`config.mk`:
```
export PLATFORM = sky130hd
export DESIGN_NAME = tst_mod
export DESIGN_NICKNAME = d
export VERILOG_FILES = /design/src/tst_pkg.sv /design/src/tst_mod.sv
export SDC_FILE = /design/constraint.sdc
export NUM_CORES = 1
export LEC_CHECK = 0
export ABC_AREA = 1
export BUFFER_PORTS_ARGS = -buffer_cell sky130_fd_sc_hd__buf_2
export CAP_MARGIN = 20
export CELL_PAD_IN_SITES_DETAIL_PLACEMENT = 0
export CELL_PAD_IN_SITES_GLOBAL_PLACEMENT = 1
export CORE_AREA = 2 2 97 117
export CTS_CLUSTER_SIZE = 16
export DETAILED_ROUTE_END_ITERATION = 16
export DIE_AREA = 0 0 99 119
export PLACE_DENSITY = 0.82
export SLEW_MARGIN = 20
export SYNTH_ARGS = -nofsm -noshare
export SYNTH_HDL_FRONTEND = slang
export SYNTH_SLANG_ARGS = --single-unit
```
`constraint.sdc`:
```
create_clock -name clk -period 3.6 [get_ports clk]
set_input_delay 0.54 -clock clk [delete_from_list [all_inputs] [get_ports clk]]
set_output_delay 0.54 -clock clk [all_outputs]
set_load 0.02 [all_outputs]
```
`src/tst_pkg.sv`:
```
`timescale 1ns / 1ps
// ----------------------------------------------------------------------------
// tst_pkg
// shared types and constants of the two-slot transposition table
// ----------------------------------------------------------------------------
package tst_pkg;

  localparam int DEF_ENTRIES   = 4096;
  localparam int DEF_MOVE_BITS = 16;

  localparam int KEY_W      = 64;
  localparam int SCORE_W    = 16;
  localparam int DEPTH_W    = 8;
  localparam int BOUND_W    = 2;
  localparam int PLY_W      = 8;
  localparam int MOVE_IO_W  = 16;

  localparam logic signed [SCORE_W-1:0] MATE_LIMIT = 16'sd19000;
  localparam logic signed [SCORE_W+1:0] SAT_MAX    = 18'sd32767;
  localparam logic signed [SCORE_W+1:0] SAT_MIN    = -18'sd32768;

  typedef enum logic [1:0] {
    REQ_PROBE = 2'd0,
    REQ_STORE = 2'd1,
    REQ_AGE   = 2'd2,
    REQ_CLEAR = 2'd3
  } req_t;

  typedef enum logic [2:0] {
    ST_CLEAR,
    ST_IDLE,
    ST_HASH,
    ST_EVAL,
    ST_AGE,
    ST_AGE_TAIL
  } state_t;

endpackage

```
`src/tst_mod.sv`:
```
`timescale 1ns / 1ps
// ----------------------------------------------------------------------------
// tst_mod
// key modulo (ENTRIES-1) for a power-of-two ENTRIES, one address-wide chunk
// of the key folded per cycle with end-around carry
// ----------------------------------------------------------------------------
module tst_mod #(
  parameter int ENTRIES = tst_pkg::DEF_ENTRIES,
  localparam int AW = $clog2(ENTRIES)
) (
  input  logic                     clk,
  input  logic                     rst_n,
  input  logic                     start,
  input  logic [tst_pkg::KEY_W-1:0] key,
  output logic                     done,
  output logic [AW-1:0]            rem
);

  import tst_pkg::*;

  localparam int STEPS  = (KEY_W + AW - 1) / AW;
  localparam int PAD_W  = STEPS * AW;
  localparam int STEP_W = (STEPS > 1) ? $clog2(STEPS) : 1;
  localparam logic [STEP_W-1:0] LAST_STEP = STEP_W'(STEPS - 1);
  localparam logic [AW-1:0] ALL_ONES = '1;

  logic [PAD_W-1:0]  key_r;
  logic [AW-1:0]     acc_r, acc_nxt;
  logic [AW:0]       sum;
  logic [STEP_W-1:0] step_r;
  logic              busy_r;
  logic              done_r;

  // 2^AW is 1 modulo 2^AW-1, so the carry wraps to bit 0
  always_comb begin
    sum     = {1'b0, acc_r} + {1'b0, key_r[AW-1:0]};
    acc_nxt = sum[AW-1:0] + AW'(sum[AW]);
  end

  always_ff @(posedge clk) begin
    if (!rst_n) begin
      busy_r <= 1'b0;
      done_r <= 1'b0;
      step_r <= '0;
    end else if (start) begin
      busy_r <= 1'b1;
      done_r <= 1'b0;
      step_r <= '0;
    end else if (busy_r) begin
      step_r <= step_r + 1'b1;
      if (step_r == LAST_STEP) begin
        busy_r <= 1'b0;
        done_r <= 1'b1;
      end
    end else begin
      done_r <= 1'b0;
    end
  end

  always_ff @(posedge clk) begin
    if (start) begin
      key_r <= PAD_W'(key);
      acc_r <= '0;
    end else if (busy_r) begin
      key_r <= key_r >> AW;
      acc_r <= acc_nxt;
    end
  end

  assign done = done_r;
  assign rem  = (acc_r == ALL_ONES) ? '0 : acc_r;

endmodule

```
==> flow_summary.ini <==
[run_status]
status = complete, no violations

[final_layout]
fin_area_um2 = 5120
area_growth_pct = 19.5
drive_gt1_share_pct = 19.4
multi_input_area_um2 = 1710
nets = 686
n_fill_cell = 1079
utilization_pct = 47.5
final_cells = 739
antenna_cells = 0
regArea_um2 = 2260

[die]
dieArea_um2 = 11800
row_count = 42
fp.dieH_um = 119
core-area_um2 = 10800
initial_utilization_pct = 39.8
ioPinCount = 80
chipWidth_um = 99

[detailed_routing]
met3_length_um = 419
via_count = 3425
routed.top_layer = met4
drt-initial-drc-count = 179
routedWlPerCell_um = 12.1
drt-met1-wl_um = 3930
wl_met2_um = 4480
vias_per_cell = 4.63
drc = 0
antenna_left = 0
drt_pass1_iterations = 4
wirelength_um = 8940

[setup_path]
crit_slowest_cell = fa_1
required_ns = 3.87
cp-start-kind = flip-flop
r2r-start = acc_r[0]
critPathArrivalTime_ns = 3.40
cpPeakStageDelay_ns = 0.40
end_kind = flip-flop
crit_top_cell = nand3_1
reg2reg_slack_ns = 0.47
reg2reg_depth = 20
path_cells = ha_1 -> inv_1 -> fa_1 -> inv_1 -> nand3_1 -> nand3_1 -> a21oi_1 -> o21bai_1 -> ha_1 -> ha_1 -> clkinv_1 -> nor2_2 -> nand3_1 -> nor2_2 -> nand3_2 -> nor2_2 -> nand2_1 -> o21ai_1 -> nand3_1 -> nand2_1
crit_type = reg2reg
r2r-end = acc_r[10]
crit_fanout = 4

[grt]
gr-total-overflow = 0
grt_max_degree = 69
grt_pass1_wl_um = 15000
track_usage_pct = 15.8
antenna_found_initial = 0
grt_pass1_vias = 3436

[place]
dp_slack_ns = 0.513
post-dp-hpwl_um = 6650
io_buffer_count = 79
place_inst = 723
post_dp_cell_area_um2 = 4790
gp_congestion = 0.910

[power]
peakVddDrop_mv = 0.305
powerDensity_nw_per_um2 = 508
total_power_mw = 2.60
p_leak_nw = 2.68

[timing]
slew_viol_final = 0
post-route-period-util_pct = 87.0
skew_ns = 0.00308
setup_viol = 0
rsz0062_at_grt = no
worstMarginPinSlew_ns = 0.849
whs_ns = 0.454
period_needed_ns = 3.13
slew_headroom_pct = 43.3
hold_violations = 0
setup_ws_ns = 0.468
fmax_ghz = 0.319
setup_tns_ns = 0

[clock_network]
cts_resized = 0
clkTransAtPathRegs_ns = 0.06
clk_path_buf_depth = 2
cts_setup_buffers = 0
htreeDepth = 3
cts.sinks = 81
cts-root-buf = clkbuf_16
tritoncts = built
clock_latency_ns = 0.33
cts_buffers = 9
hold_buffers = 0

[hold_path]
min_path_type = in2reg
hold_end = busy_r
min_from = rst_n
hold_depth = 3

[synth]
synth_fp_nets = 609
synth.distinct_cells = 30
ys_seq_elements = 81
synthArstFlopShare_pct = 0
yosys_warnings = 0
ys_seq_area_share_pct = 52.8
syn_inst = 525
synth_edf_count = 64
synth_ff_type = edfxtp_1
avgSynthCellArea_um2 = 8.16
synth_area_um2 = 4280

[run]
cap_violations = 0
-- cell usage in the layout (no fill, tap or decap), drive strengths merged, types with 8 or more instances in the layout --
master / instances
buf: 81
dfxtp: 17
inv: 63
nand3: 20
nand2: 261
nor2: 25
nand4: 9
ha: 16
a21oi: 12
o21ai: 8
clkbuf: 15
edfxtp: 64
-- how the worst max path moves through the flow --
stage | cells past startpoint | start | endpoint
2_1_floorplan | 20 | acc_r[0] | acc_r[10]
3_3_place_gp | 20 | acc_r[0] | acc_r[10]
3_5_place_dp | 20 | acc_r[0] | acc_r[10]
4_1_cts | 20 | acc_r[0] | acc_r[10]
5_1_grt | 20 | acc_r[0] | acc_r[10]
6_report | 20 | acc_r[0] | acc_r[10]
-- synthesized netlist by cell type (all sizes together) (3+ instances only) --
cell type / instances / area share (%)
nor2: 25 / 2.8
nand4: 9 / 1.3
inv: 63 / 5.5
clkbuf: 15 / 1.5
dfxtp: 17 / 7.9
a22o: 3 / 0.61
nand3: 20 / 2.6
ha: 16 / 4.7
edfxtp: 64 / 45
o21ai: 8 / 0.93
a21oi: 12 / 1.4
nand2: 261 / 23
xnor2: 3 / 0.79
-- power by group --
group | switching, mW | total (mW) | internal [mW] | leakage [nW]
Combinational | 0.301 | 0.470 | 0.169 | 1.71
Clock | 0.335 | 0.967 | 0.632 | 0.162
Sequential | 0.0470 | 1.16 | 1.12 | 0.802
Total | 0.683 | 2.60 | 1.92 | 2.68
-- sequential cells by signal, indices dropped and copies added, names as in the netlist --
register and count:
busy_r 1, acc_r 12, key_r 64, step_r 3
done 1
-- layer usage --
metal  up-vias  global-route usage [%]
met3         8                    3.52
met1      1523                    19.0
met5         -                       0
li1       1817                       -
met4         0                    5.05
met2        77                    27.8
-- final cells by class --
| class | count | area share [%] |
|---|---|---|
| clock buffer | 15 | 5.82 |
| timing repair buffer | 81 | 8.02 |
| clock inverter | 1 | 0.587 |
| tap | 132 | 3.23 |
| sequential | 81 | 44.2 |
| inverter | 64 | 4.69 |
| multi-input combinational | 365 | 33.5 |
-- worst max-delay path: cells and delay by family, from the launching register on --
| family | cells | cell delay, ns |
|---|---|---|
| AO/OA/AOI/OAI | 3 | 0.32 |
| adder cells (fa/ha/maj) | 4 | 0.98 |
| buffers and inverters | 3 | 0.28 |
| flip-flops | 1 | 0.37 |
| AND/OR/NAND/NOR | 10 | 1.12 |
-- cells by family (layout without fill, tap and decap cells) --
| logic type | Yosys count | in the layout | share of synthesized area (%) |
|---|---|---|---|
| simple gates | 319 | 319 | 30.6 |
| flops | 81 | 81 | 52.8 |
| xor+xnor | 3 | 3 | 0.789 |
| compound gates | 26 | 26 | 3.48 |
| buf+inv | 79 | 161 | 7.16 |
| fa+ha+maj | 17 | 17 | 5.14 |
No activity file was read; power rests on OpenSTA's default activity.
